### src/rtl/pnp_pkg.sv
`default_nettype none

package pnp_pkg;

    // Geometry
    localparam int PATCH_DIM = 16;
    localparam int MAX_PATCHES_SIDE = 64;
    localparam int CHANNELS = 3;

    // Pixel position inside a patch, 0 .. PATCH_DIM-1
    localparam int PX_W = $clog2(PATCH_DIM);
    // Patch position along one side, 0 .. MAX_PATCHES_SIDE-1
    localparam int SIDE_W = (MAX_PATCHES_SIDE > 1) ? $clog2(MAX_PATCHES_SIDE) : 1;
    // Patch count along one side, 1 .. MAX_PATCHES_SIDE
    localparam int NP_W = $clog2(MAX_PATCHES_SIDE + 1);
    // Product width for the patch index
    localparam int PI_W = SIDE_W + NP_W;

    localparam logic [PX_W-1:0] PX_LAST = PX_W'(PATCH_DIM - 1);

    // Field widths
    localparam int SAMPLE_W = 8;
    localparam int PIDX_W = 12;
    localparam int OFFS_W = 10;
    localparam int VALUE_W = 24;
    localparam int SIZE_REG_W = 7;
    localparam int LANE_W = 16;
    localparam int LANES_W = LANE_W * CHANNELS;

    // Arithmetic widths: Q8.12 intermediate, signed difference, signed product
    localparam int X_W = 20;
    localparam int D_W = X_W + 2;
    localparam int P_W = D_W + LANE_W;

    // Queue between front and back
    localparam int FIFO_DEPTH = 4;
    localparam int FIFO_PTR_W = $clog2(FIFO_DEPTH);
    localparam int FIFO_CNT_W = $clog2(FIFO_DEPTH + 1);

    // Configuration register indexes
    localparam int CFG_IDX_W = 3;
    typedef enum logic [CFG_IDX_W-1:0] {
        CFG_WIDTH      = 3'd0,
        CFG_HEIGHT     = 3'd1,
        CFG_RESCALE_EN = 3'd2,
        CFG_NORM_EN    = 3'd3,
        CFG_RESCALE    = 3'd4,
        CFG_MEANS      = 3'd5,
        CFG_INV_STDS   = 3'd6
    } t_cfg_index;

    localparam logic [SIZE_REG_W-1:0] RST_SIDE = 7'd1;
    localparam logic [LANE_W-1:0] RST_RESCALE = 16'd257;
    localparam logic [LANES_W-1:0] RST_MEANS = '0;
    localparam logic [LANES_W-1:0] RST_INV_STDS = {CHANNELS{16'd4096}};

    typedef struct packed {
        logic [SAMPLE_W-1:0] red;
        logic [SAMPLE_W-1:0] green;
        logic [SAMPLE_W-1:0] blue;
    } t_pix_in;

    typedef struct packed {
        logic [PIDX_W-1:0]         patch_index;
        logic [OFFS_W-1:0]         element_offset;
        logic signed [VALUE_W-1:0] value_red;
        logic signed [VALUE_W-1:0] value_green;
        logic signed [VALUE_W-1:0] value_blue;
        logic                      image_done;
    } t_pix_out;

    // Classified item handed from front to back
    typedef struct packed {
        logic [PIDX_W-1:0] patch_index;
        logic [OFFS_W-1:0] element_offset;
        logic              image_done;
        t_pix_in           pix;
    } t_front_item;

    // Image size in patches, already clamped to 1 .. MAX_PATCHES_SIDE
    typedef struct packed {
        logic [NP_W-1:0] wp;
        logic [NP_W-1:0] hp;
    } t_geom;

    typedef struct packed {
        logic               rescale_en;
        logic               norm_en;
        logic [LANE_W-1:0]  scale_mult;
        logic [LANES_W-1:0] means;
        logic [LANES_W-1:0] inv_stds;
    } t_arith;

    // Clamp a size register to 1 .. MAX_PATCHES_SIDE
    function automatic logic [NP_W-1:0] clamp_side(input logic [SIZE_REG_W-1:0] raw);
        logic [NP_W-1:0] v;
        if (raw == '0) begin
            v = NP_W'(1);
        end else if (32'(raw) > MAX_PATCHES_SIDE) begin
            v = NP_W'(MAX_PATCHES_SIDE);
        end else begin
            v = NP_W'(raw);
        end
        return v;
    endfunction

    // Sample to Q8.12, with optional Q0.16 rescale rounded half up
    function automatic logic [X_W-1:0] to_fixed(input logic [SAMPLE_W-1:0] s,
                                                 input logic [LANE_W-1:0] rf,
                                                 input logic en);
        logic [SAMPLE_W+LANE_W-1:0] p;
        logic [X_W-1:0] x;
        p = (SAMPLE_W+LANE_W)'(s) * (SAMPLE_W+LANE_W)'(rf) + (SAMPLE_W+LANE_W)'(8);
        if (en) begin
            x = p[X_W+3:4];
        end else begin
            x = {s, 12'd0};
        end
        return x;
    endfunction

    // Round the Q.24 product half up to Q.12 and saturate to 24 bits
    function automatic logic [VALUE_W-1:0] round_sat(input logic signed [P_W-1:0] p);
        logic signed [P_W-1:0] s;
        logic [P_W-13:0] q;
        logic [VALUE_W-1:0] y;
        s = p + P_W'(2048);
        q = s[P_W-1:12];
        if (q[P_W-13:VALUE_W-1] == '0 || q[P_W-13:VALUE_W-1] == '1) begin
            y = q[VALUE_W-1:0];
        end else if (q[P_W-13]) begin
            y = {1'b1, {(VALUE_W-1){1'b0}}};
        end else begin
            y = {1'b0, {(VALUE_W-1){1'b1}}};
        end
        return y;
    endfunction

endpackage

`default_nettype wire

### src/rtl/pnp_front.sv
`default_nettype none

module pnp_front (
    input  wire logic                 i_clk,
    input  wire logic                 i_rst_n,
    input  wire logic                 i_take,
    input  wire pnp_pkg::t_pix_in     i_pix,
    input  wire pnp_pkg::t_geom       i_geom,
    output pnp_pkg::t_front_item      o_item
);
    import pnp_pkg::*;

    logic [SIDE_W-1:0] r_pcol, r_prow, n_pcol, n_prow;
    logic [PX_W-1:0]   r_px, r_py, n_px, n_py;

    logic [SIDE_W-1:0] wm1, hm1, pcol, prow;
    logic [PX_W-1:0]   px, py;
    logic              last_col, done;
    logic [PI_W-1:0]   pidx;
    logic [PIDX_W-1:0] offs;

    // Clamp counters that lie past the image after a size change
    always_comb begin
        wm1 = SIDE_W'(i_geom.wp - NP_W'(1));
        hm1 = SIDE_W'(i_geom.hp - NP_W'(1));
        pcol = r_pcol;
        px   = r_px;
        prow = r_prow;
        py   = r_py;
        if (r_pcol > wm1) begin
            pcol = wm1;
            px   = PX_LAST;
        end
        if (r_prow > hm1) begin
            prow = hm1;
            py   = PX_LAST;
        end
    end

    // Classify the pixel
    always_comb begin
        last_col = (pcol == wm1) && (px == PX_LAST);
        done     = last_col && (prow == hm1) && (py == PX_LAST);
        pidx     = PI_W'(prow) * PI_W'(i_geom.wp) + PI_W'(pcol);
        offs     = (PIDX_W'(py) * PIDX_W'(PATCH_DIM) + PIDX_W'(px)) * PIDX_W'(CHANNELS);
        o_item.patch_index    = PIDX_W'(pidx);
        o_item.element_offset = offs[OFFS_W-1:0];
        o_item.image_done     = done;
        o_item.pix            = i_pix;
    end

    // Advance raster position
    always_comb begin
        n_pcol = pcol;
        n_px   = px;
        n_prow = prow;
        n_py   = py;
        if (last_col) begin
            n_pcol = '0;
            n_px   = '0;
            if (done) begin
                n_prow = '0;
                n_py   = '0;
            end else if (py == PX_LAST) begin
                n_py   = '0;
                n_prow = prow + SIDE_W'(1);
            end else begin
                n_py = py + PX_W'(1);
            end
        end else if (px == PX_LAST) begin
            n_px   = '0;
            n_pcol = pcol + SIDE_W'(1);
        end else begin
            n_px = px + PX_W'(1);
        end
    end

    always_ff @(posedge i_clk) begin
        if (!i_rst_n) begin
            r_pcol <= '0;
            r_px   <= '0;
            r_prow <= '0;
            r_py   <= '0;
        end else if (i_take) begin
            r_pcol <= n_pcol;
            r_px   <= n_px;
            r_prow <= n_prow;
            r_py   <= n_py;
        end
    end

endmodule

`default_nettype wire

### src/rtl/pnp_fifo.sv
`default_nettype none

module pnp_fifo (
    input  wire logic                 i_clk,
    input  wire logic                 i_rst_n,
    input  wire logic                 i_wr,
    input  wire pnp_pkg::t_front_item i_data,
    output logic                      o_full,
    input  wire logic                 i_rd,
    output logic                      o_empty,
    output pnp_pkg::t_front_item      o_data
);
    import pnp_pkg::*;

    t_front_item           r_mem [FIFO_DEPTH];
    logic [FIFO_PTR_W-1:0] r_wr_ptr, r_rd_ptr;
    logic [FIFO_CNT_W-1:0] r_cnt;
    logic                  wr_go, rd_go;

    assign o_full  = (r_cnt == FIFO_CNT_W'(FIFO_DEPTH));
    assign o_empty = (r_cnt == '0);
    assign o_data  = r_mem[r_rd_ptr];
    assign wr_go   = i_wr && !o_full;
    assign rd_go   = i_rd && !o_empty;

    // Store incoming beat
    always_ff @(posedge i_clk) begin
        if (wr_go) begin
            r_mem[r_wr_ptr] <= i_data;
        end
    end

    // Move pointers and occupancy
    always_ff @(posedge i_clk) begin
        if (!i_rst_n) begin
            r_wr_ptr <= '0;
            r_rd_ptr <= '0;
            r_cnt    <= '0;
        end else begin
            if (wr_go) begin
                r_wr_ptr <= (r_wr_ptr == FIFO_PTR_W'(FIFO_DEPTH - 1)) ? '0
                                                                       : r_wr_ptr + FIFO_PTR_W'(1);
            end
            if (rd_go) begin
                r_rd_ptr <= (r_rd_ptr == FIFO_PTR_W'(FIFO_DEPTH - 1)) ? '0
                                                                       : r_rd_ptr + FIFO_PTR_W'(1);
            end
            if (wr_go && !rd_go) begin
                r_cnt <= r_cnt + FIFO_CNT_W'(1);
            end else if (rd_go && !wr_go) begin
                r_cnt <= r_cnt - FIFO_CNT_W'(1);
            end
        end
    end

endmodule

`default_nettype wire

### src/rtl/pnp_back.sv
`default_nettype none

module pnp_back (
    input  wire logic                 i_clk,
    input  wire logic                 i_rst_n,
    input  wire pnp_pkg::t_arith      i_arith,
    input  wire logic                 i_src_empty,
    input  wire pnp_pkg::t_front_item i_src,
    output logic                      o_src_rd,
    output logic                      o_empty,
    input  wire logic                 i_pop,
    output pnp_pkg::t_pix_out         o_out
);
    import pnp_pkg::*;

    typedef struct packed {
        logic [PIDX_W-1:0] patch_index;
        logic [OFFS_W-1:0] element_offset;
        logic              image_done;
    } t_meta;

    logic                                r_v1, r_v2, r_v3;
    t_meta                               r_m1, r_m2;
    logic [CHANNELS-1:0][X_W-1:0]        r_x1, r_x2;
    logic signed [CHANNELS-1:0][P_W-1:0] r_p2;
    t_pix_out                            r_out;

    logic                                adv1, adv2, adv3;
    logic [CHANNELS-1:0][SAMPLE_W-1:0]   samp;
    logic [CHANNELS-1:0][X_W-1:0]        n_x1;
    logic signed [CHANNELS-1:0][P_W-1:0] n_p2;
    logic [CHANNELS-1:0][VALUE_W-1:0]    n_y;
    logic signed [D_W-1:0]               d;
    logic [LANE_W-1:0]                   mean, inv;

    // Stage handshakes: a stage moves when the next one is free or moving
    assign adv3     = !r_v3 || i_pop;
    assign adv2     = !r_v2 || adv3;
    assign adv1     = !r_v1 || adv2;
    assign o_src_rd = adv1 && !i_src_empty;
    assign o_empty  = !r_v3;
    assign o_out    = r_out;

    assign samp[0] = i_src.pix.red;
    assign samp[1] = i_src.pix.green;
    assign samp[2] = i_src.pix.blue;

    // Stage 1: rescale to Q8.12
    always_comb begin
        for (int c = 0; c < CHANNELS; c++) begin
            n_x1[c] = to_fixed(samp[c], i_arith.scale_mult, i_arith.rescale_en);
        end
    end

    // Stage 2: subtract mean, scale by reciprocal std
    always_comb begin
        n_p2 = '0;
        d    = '0;
        mean = '0;
        inv  = '0;
        for (int c = 0; c < CHANNELS; c++) begin
            mean    = i_arith.means[c*LANE_W +: LANE_W];
            inv     = i_arith.inv_stds[c*LANE_W +: LANE_W];
            d       = $signed({2'b00, r_x1[c]}) - $signed({{(D_W-LANE_W){mean[LANE_W-1]}}, mean});
            n_p2[c] = P_W'(d) * P_W'($signed({1'b0, inv}));
        end
    end

    // Stage 3: round, saturate or pass through
    always_comb begin
        for (int c = 0; c < CHANNELS; c++) begin
            if (i_arith.norm_en) begin
                n_y[c] = round_sat(r_p2[c]);
            end else begin
                n_y[c] = VALUE_W'(r_x2[c]);
            end
        end
    end

    always_ff @(posedge i_clk) begin
        if (adv1) begin
            r_m1.patch_index    <= i_src.patch_index;
            r_m1.element_offset <= i_src.element_offset;
            r_m1.image_done     <= i_src.image_done;
            r_x1                <= n_x1;
        end
        if (adv2) begin
            r_m2 <= r_m1;
            r_x2 <= r_x1;
            r_p2 <= n_p2;
        end
        if (adv3) begin
            r_out.patch_index    <= r_m2.patch_index;
            r_out.element_offset <= r_m2.element_offset;
            r_out.image_done     <= r_m2.image_done;
            r_out.value_red      <= n_y[0];
            r_out.value_green    <= n_y[1];
            r_out.value_blue     <= n_y[2];
        end
    end

    // Hold or advance stage valids
    always_ff @(posedge i_clk) begin
        if (!i_rst_n) begin
            r_v1 <= 1'b0;
            r_v2 <= 1'b0;
            r_v3 <= 1'b0;
        end else begin
            if (adv1) begin
                r_v1 <= !i_src_empty;
            end
            if (adv2) begin
                r_v2 <= r_v1;
            end
            if (adv3) begin
                r_v3 <= r_v2;
            end
        end
    end

endmodule

`default_nettype wire

### src/rtl/pixel_normalize_patchify_core.sv
`default_nettype none

// Pixel normalizer and patch classifier.
// Input channel: present one RGB pixel on i_in with i_push high; it is taken at
// a clock edge where o_full is low. Pixels arrive in raster order.
// Result channel: while o_empty is low, o_out holds the oldest result (patch
// index, element offset in the flattened patch, three signed Q11.12 values,
// last-pixel flag); raise i_pop to take it.
// Config channel: i_cfg_index / i_cfg_data are written when i_cfg_valid is
// high; o_cfg_ready is always high. Write only while the block is drained.
// A pixel passes through the queue, the rescale stage, the normalize multiply
// stage and the round/saturate register before its result shows on o_out.
// Throughput: one pixel per cycle while o_full is low; the front-end raster
// counters advance on every pixel taken.
// A stalled receiver fills the three back-end stages and then the four-entry
// queue; o_full rises only after both are full, and nothing is dropped.
// Reset clears the raster position to the first pixel, empties all stages
// and restores the register defaults (1x1 patches, rescale 257, means 0,
// reciprocal stds 1.0, both enables on).
module pixel_normalize_patchify_core (
    input  wire logic                          i_clk,
    input  wire logic                          i_rst_n,
    input  wire logic                          i_push,
    output logic                               o_full,
    input  wire pnp_pkg::t_pix_in              i_in,
    output logic                               o_empty,
    input  wire logic                          i_pop,
    output pnp_pkg::t_pix_out                  o_out,
    input  wire logic                          i_cfg_valid,
    output logic                               o_cfg_ready,
    input  wire logic [pnp_pkg::CFG_IDX_W-1:0] i_cfg_index,
    input  wire logic [pnp_pkg::LANES_W-1:0]   i_cfg_data
);
    import pnp_pkg::*;

    logic [SIZE_REG_W-1:0] r_width, r_height;
    logic                  r_rescale_en, r_norm_en;
    logic [LANE_W-1:0]     r_rescale;
    logic [LANES_W-1:0]    r_means, r_inv_stds;

    t_geom       geom;
    t_arith      arith;
    t_front_item front_item, fifo_item;
    logic        take, fifo_empty, fifo_rd;

    assign o_cfg_ready = 1'b1;

    // Register writes; unknown indexes are dropped
    always_ff @(posedge i_clk) begin
        if (!i_rst_n) begin
            r_width      <= RST_SIDE;
            r_height     <= RST_SIDE;
            r_rescale_en <= 1'b1;
            r_norm_en    <= 1'b1;
            r_rescale    <= RST_RESCALE;
            r_means      <= RST_MEANS;
            r_inv_stds   <= RST_INV_STDS;
        end else if (i_cfg_valid) begin
            unique case (t_cfg_index'(i_cfg_index))
                CFG_WIDTH:      r_width      <= i_cfg_data[SIZE_REG_W-1:0];
                CFG_HEIGHT:     r_height     <= i_cfg_data[SIZE_REG_W-1:0];
                CFG_RESCALE_EN: r_rescale_en <= i_cfg_data[0];
                CFG_NORM_EN:    r_norm_en    <= i_cfg_data[0];
                CFG_RESCALE:    r_rescale    <= i_cfg_data[LANE_W-1:0];
                CFG_MEANS:      r_means      <= i_cfg_data;
                CFG_INV_STDS:   r_inv_stds   <= i_cfg_data;
                default: ;
            endcase
        end
    end

    always_comb begin
        geom.wp          = clamp_side(r_width);
        geom.hp          = clamp_side(r_height);
        arith.rescale_en = r_rescale_en;
        arith.norm_en    = r_norm_en;
        arith.scale_mult = r_rescale;
        arith.means      = r_means;
        arith.inv_stds   = r_inv_stds;
    end

    assign take = i_push && !o_full;

    pnp_front u_front (
        .i_clk   (i_clk),
        .i_rst_n (i_rst_n),
        .i_take  (take),
        .i_pix   (i_in),
        .i_geom  (geom),
        .o_item  (front_item)
    );

    pnp_fifo u_fifo (
        .i_clk   (i_clk),
        .i_rst_n (i_rst_n),
        .i_wr    (take),
        .i_data  (front_item),
        .o_full  (o_full),
        .i_rd    (fifo_rd),
        .o_empty (fifo_empty),
        .o_data  (fifo_item)
    );

    pnp_back u_back (
        .i_clk       (i_clk),
        .i_rst_n     (i_rst_n),
        .i_arith     (arith),
        .i_src_empty (fifo_empty),
        .i_src       (fifo_item),
        .o_src_rd    (fifo_rd),
        .o_empty     (o_empty),
        .i_pop       (i_pop),
        .o_out       (o_out)
    );

endmodule

`default_nettype wire

### config.mk
export PLATFORM = sky130hd
export DESIGN_NAME = pixel_normalize_patchify_core
export DESIGN_NICKNAME = d
export VERILOG_FILES = /design/src/rtl/pnp_pkg.sv /design/src/rtl/pnp_front.sv /design/src/rtl/pnp_fifo.sv /design/src/rtl/pnp_back.sv /design/src/rtl/pixel_normalize_patchify_core.sv
export SDC_FILE = /design/constraint.sdc
export NUM_CORES = 2
export LEC_CHECK = 0
export BUFFER_PORTS_ARGS = -buffer_cell sky130_fd_sc_hd__buf_2
export CORE_ASPECT_RATIO = 1.1
export CORE_UTILIZATION = 30
export DETAILED_ROUTE_END_ITERATION = 8
export PLACE_DENSITY = 0.51
export SYNTH_ARGS = -nofsm -noshare
export SYNTH_HDL_FRONTEND = slang
export SYNTH_SLANG_ARGS = --single-unit
### constraint.sdc
create_clock -name i_clk -period 7.9 [get_ports i_clk]
set_input_delay 0.395 -clock i_clk [delete_from_list [all_inputs] [get_ports i_clk]]
set_output_delay 0.395 -clock i_clk [all_outputs]
set_load 0.01 [all_outputs]
Word-level counts from Yosys, hierarchy flattened
Memories as Yosys holds them, arrays and structs flattened. A register that Yosys moved wholly into a read port is not among the register bits. Cells that the tools add are included.

Register bits after elaboration: 533. RAM bits: 188. Input bits: 80. Output and inout port bits: 98. Logic and storage cells: 169. Memories kept: 1.

Memories: u_fifo.r_mem (depth 4, width 47, rd ports 1, clocked after Yosys merged registers in 1, wr ports 1, RTL line pnp_fifo.sv:15) `t_front_item r_mem [FIFO_DEPTH];`.

Add/subtract/negate cells: 21. $mul: 8. Magnitude comparators: 4. Eq/ne operators: 16. Muxes and demuxes: 38. Reductions and logical operators: 37.

Operator list (number): $mux W24 (6); $mux W20 (6); $add A38 B13 Y38 const B (3); $mul A22 B17 Y38 (3); $add A24 B4 Y24 const B (3); $mul A8 B16 Y24 (3); $sub A21 B16 Y22 (3); $mux W6 (9); $mux W4 (7); $eq A3 B3 Y1 const B (7); $logic_not A3 Y1 (5); $gt A7 B7 Y1 const B (2); $logic_not A7 Y1 (2); $mux W7 (2); $reduce_and A2 Y1 (7); $add A12 B6 Y12 (1); $add A6 B1 Y6 const B (2); $eq A6 B6 Y1 (2); $gt A6 B6 Y1 (2); $mul A12 B2 Y10 const B (1); $mul A6 B7 Y12 (1); $sub A6 B1 Y6 const B (2); $add A8 B4 Y9 (1); $logic_and A1 B1 Y1 (9); other kinds (14) (35).

Depth between registers and ports, before layout
Depth after elaboration: 12. Gate-level depth with buffers: 35. Mapped depth without buffers: 33.

Hierarchy
From an unflattened synthesis, not the netlist that was laid out.

Cells, all modules: 8292. Area, all modules: 82400.3 sq um.

Modules (own cells, without submodules): pnp_back (times used 1, cells each 7024, area each 66243.5 sq um, seq. area each 10329.9 sq um); pnp_fifo (times used 1, cells each 296, area each 7282.0 sq um, seq. area each 5825.6 sq um); pixel_normalize_patchify_core (times used 1, cells each 500, area each 4948.5 sq um, seq. area each 2562.5 sq um); pnp_front (times used 1, cells each 472, area each 3926.3 sq um, seq. area each 400.4 sq um).

Worst setup path before layout
OpenSTA, ideal clock, no wires.

Path kind: register -> register. Start point: register u_back.r_x1[0] in the netlist's numbering. End point: register u_back.r_p2[37] in the netlist's numbering (data pin). Setup time: 0.256 ns. Data arrival time: 8.098 ns. Required time: 7.644 ns. Setup slack: -0.454 ns. Stages on the path, launching flop included: 33. Buffers on the path: 1. Clock period less this slack: 8.354 ns. Cells stage by stage: edfxtp_1 inv_1 ha_1 fa_1 nor2b_1 o21ai_1 a21o_1 a21oi_1 o2111a_1 o311a_1 or4_1 o311ai_1 buf_2 nand2_1 fa_1 fa_1 fa_1 fa_1 inv_1 fa_1 inv_1 fa_1 inv_1 ha_1 o211ai_1 a21boi_0 or4bb_1 o211a_1 a31oi_4 o2111ai_1 a41oi_2 nand2_1 a22o_1.

RTL lines: from (decl) (RTL line pnp_back.sv:24) `logic [CHANNELS-1:0][X_W-1:0] r_x1, r_x2;`; from (signal assigned) (RTL line pnp_back.sv:85) `r_x1 <= n_x1;`; to (signal assigned) (RTL line pnp_back.sv:90) `r_p2 <= n_p2;`; to (decl) (RTL line pnp_back.sv:25) `logic signed [CHANNELS-1:0][P_W-1:0] r_p2;`.

==> flow_summary.ini <==
[clock_tree]
cts.sinks = 690
clock_latency_ps = 750
cts_made_buffers = 82
clockBufferDepth = 3
cts_tree = yes
htree_num_levels = 3
clk_pin_slew_worst_paths_ps = 70
root_buffer = clkbuf_16

[grt]
met1_usage_pct = 22.4
first_global_vias = 67100
grt_usage_pct = 17.4
grt_pass1_wl_um = 383000
use_met3_pct = 3.04
antenna_found_initial = 26
grt_max_degree = 83
grt-ovfl-total = 0
met2_usage_pct = 29.4
grt-busiest-layer = met2

[power_and_ir_drop]
ir_worst_vdd_mv = 0.289
powerDensity_nw_per_um2 = 365
power_leakage_nw = 44.3

[detailed_routing]
vias = 62800
first_iter_violations = 3386
vias_per_cell = 4.81
drt-wirelength-per-cell_um = 18.7
dr.pass1.iters = 8
drtAntennaViolNets = 0
wirelength_um = 245000
drc = 0

[worst_setup_path]
startpoint_type = register
ff2ff_setup_slack_ps = -350
cp_slowest_cell = fa_1
slowest_delay_ps = 510
crit_path_end_kind = register
r2r_cells = 31
critPathTopFamily = adder cells
worstSetupPathType = register to register
timing.critical_path.buf_inv = 4
worstSetupPathDepth = 31
crit_top_cell = fa_1
worst-path-max-fanout = 4
cp.required_ps = 8390
cp.arrival_ps = 8740

[floorplan]
io_pins = 178
fp.dieW_um = 507
core_um2 = 279000
initial_core_util_pct = 30.3
row_count = 203
die_h_um = 558
die_area_um2 = 283000

[layout]
final_cell_mix = inv_1, fa_1, nand2_1, buf_4, ha_1
drive_above_1_share_pct = 14.8
n_fill_cell = 28200
nets = 11200
area_delta_synth_final_pct = 17.1
fin_area_um2 = 98700
layout_commonest_cell = inv_1

[synthesis]
async_reset_ff_share_pct = 0
ys.flop_type = edfxtp_1
ys_ff_latch = 690
synth_edf_count = 530
ys_seq_area_share_pct = 22.7
syn_avg_cell_area_um2 = 9.65
ys_types = 104
synth_warnings = 0
synthesis.area_um2 = 84300
syn_nets = 10700
syn_inst = 8737

[place]
dpl.hpwl_um = 191000
port_buffers = 176
placed_area_um2 = 93100
finalWeightedCongestion = 0.878

[sta]
rsz0062_at_grt = yes
finalHoldViolCount = 0
worst_slew_pin_slew_ps = 1290
finalClockSkew_ps = 97.7
fin_crit_ps = 8250
period_share_pct = 104
fmax_mhz = 121
finalSetupViolCount = 29
relSlewSlack_pct = 13.7
slew_viol_final = 0
setup_ws_ps = -350
fin_setup_tns_ps = -4950

[hold_path]
whs_path_depth = 3
hp-class = input port to register

[run]
max_cap_viol_count = 0

[run_status]
violations = setup timing
run_status = finished, violations left
-- synth_stat cells (all sizes together) (15+ instances only) --
library cell  count  share of area (%)
nand2          1077                4.8
o31ai            42               0.38
ha              559                8.3
maj3             15               0.18
nor2            279                1.2
xnor2           222                2.3
or2              25               0.19
a31oi            42               0.34
dfxtp           160                3.8
and2            520                3.9
mux2             24               0.32
xor2             86               0.89
fa             1291                 31
mux4             47                1.3
and4             30               0.31
and3             65               0.48
a311o            47               0.56
edfxtp          530                 19
nand2b           93               0.69
inv            1710                7.6
nand4            50               0.37
o21ai           131               0.79
nor3            112               0.70
buf              47               0.28
nor4             36               0.29
o311ai           22               0.24
nor2b           122               0.91
nor3b            44               0.39
o21a             45               0.40
a211oi           34               0.31
or3              27               0.21
a21oi           296                1.8
a21o             63               0.56
nand3           161               0.96
mux2i            36               0.43
o31a             25               0.26
or4              22               0.20
o21bai           21               0.19
clkbuf          395                1.8
-- flip-flops by register name (all words and copies together), names as in the netlist, 3 cells and up, named ones only --
signal	flops
r_width	7
u_back.r_p2	81
u_front.r_py	4
u_front.r_prow	6
u_back.r_m2	23
u_front.r_pcol	6
u_front.r_px	4
u_back.r_x1	60
r_means	48
r_rescale	16
r_height	7
r_inv_stds	48
u_fifo.r_mem	188
u_back.o_out	95
u_fifo.r_cnt	3
u_back.r_x2	60
u_back.r_m1	23
-- routing by layer --
metal | vias up | wire, µm
met5 | - | 230
met4 | 34 | 8650
met3 | 362 | 12700
met2 | 1365 | 116000
met1 | 32200 | 107000
li1 | 28900 | -
-- timing repair --
action / 4_1_cts / 5_1_grt
hold endpoints to repair: 179 / 0
pin swaps: 86 / 195
buffers inserted: 29 / 45
gates cloned: 1 / 0
setup endpoints to repair: 50 / 58
gates resized for setup: 157 / 221
hold buffers: 67 / 0
-- cell families after synthesis --
family	Yosys count	synth area share, %
xor gates and xnor gates	308	3.21
muxes	107	2.00
adders and majority gates	1865	39.1
DFF	690	22.7
other	1	0.00445
buffers and inverters	2152	9.65
and+or+nand+nor	2702	16.0
AOI/OAI and AO/OA	912	7.34
-- worst min-delay path: stages --
cell and delay, ps:
buf_2 200, nand2_1 90, a21oi_1 60
-- layout make-up --
| type | count | area [µm²] | share of cell area, % |
|---|---|---|---|
| multi-input cells | 5895 | 58800 | 59.5 |
| flip-flops and latches | 690 | 19100 | 19.4 |
| repair buffers | 919 | 7060 | 7.15 |
| inverters | 1710 | 6430 | 6.51 |
| well taps | 3690 | 4620 | 4.68 |
| clock buffers | 102 | 2160 | 2.18 |
| clock inverters | 49 | 574 | 0.582 |
| diodes | 8 | 20.0 | 0.0203 |
-- per-stage QoR --
step                      setup WS, ps  hold slack [ps]  util, %  cells  total power, mW
after floorplan                  -27.0              400        -   8737             20.6
final                             -350             66.5     35.4  13100             36.1
after global placement            -510              407     33.4  12800             29.9
after detailed placement          -583              407     33.4  12800             30.2
after CTS                         -352             3.19     34.9  13000             35.1
after global routing              -646             22.2     35.4  13100             39.4
-- final timing paths --
check                                    start               to
worst max register to register  u_back.r_x1[0]  u_back.r_p2[37]
worst min register to register  u_back.r_m1[3]   u_back.r_m2[3]
worst max-delay path            u_back.r_x1[0]  u_back.r_p2[37]
worst min-delay path             i_cfg_data[6]     r_rescale[6]
-- power breakdown --
group / internal (mW) / total (mW) / switching [mW]
Clock: 2.14 / 3.88 / 1.73
Combinational: 11.4 / 25.6 / 14.1
Sequential: 5.84 / 6.65 / 0.813
Total: 19.4 / 36.1 / 16.7
Power figures use the tool's default switching activity.
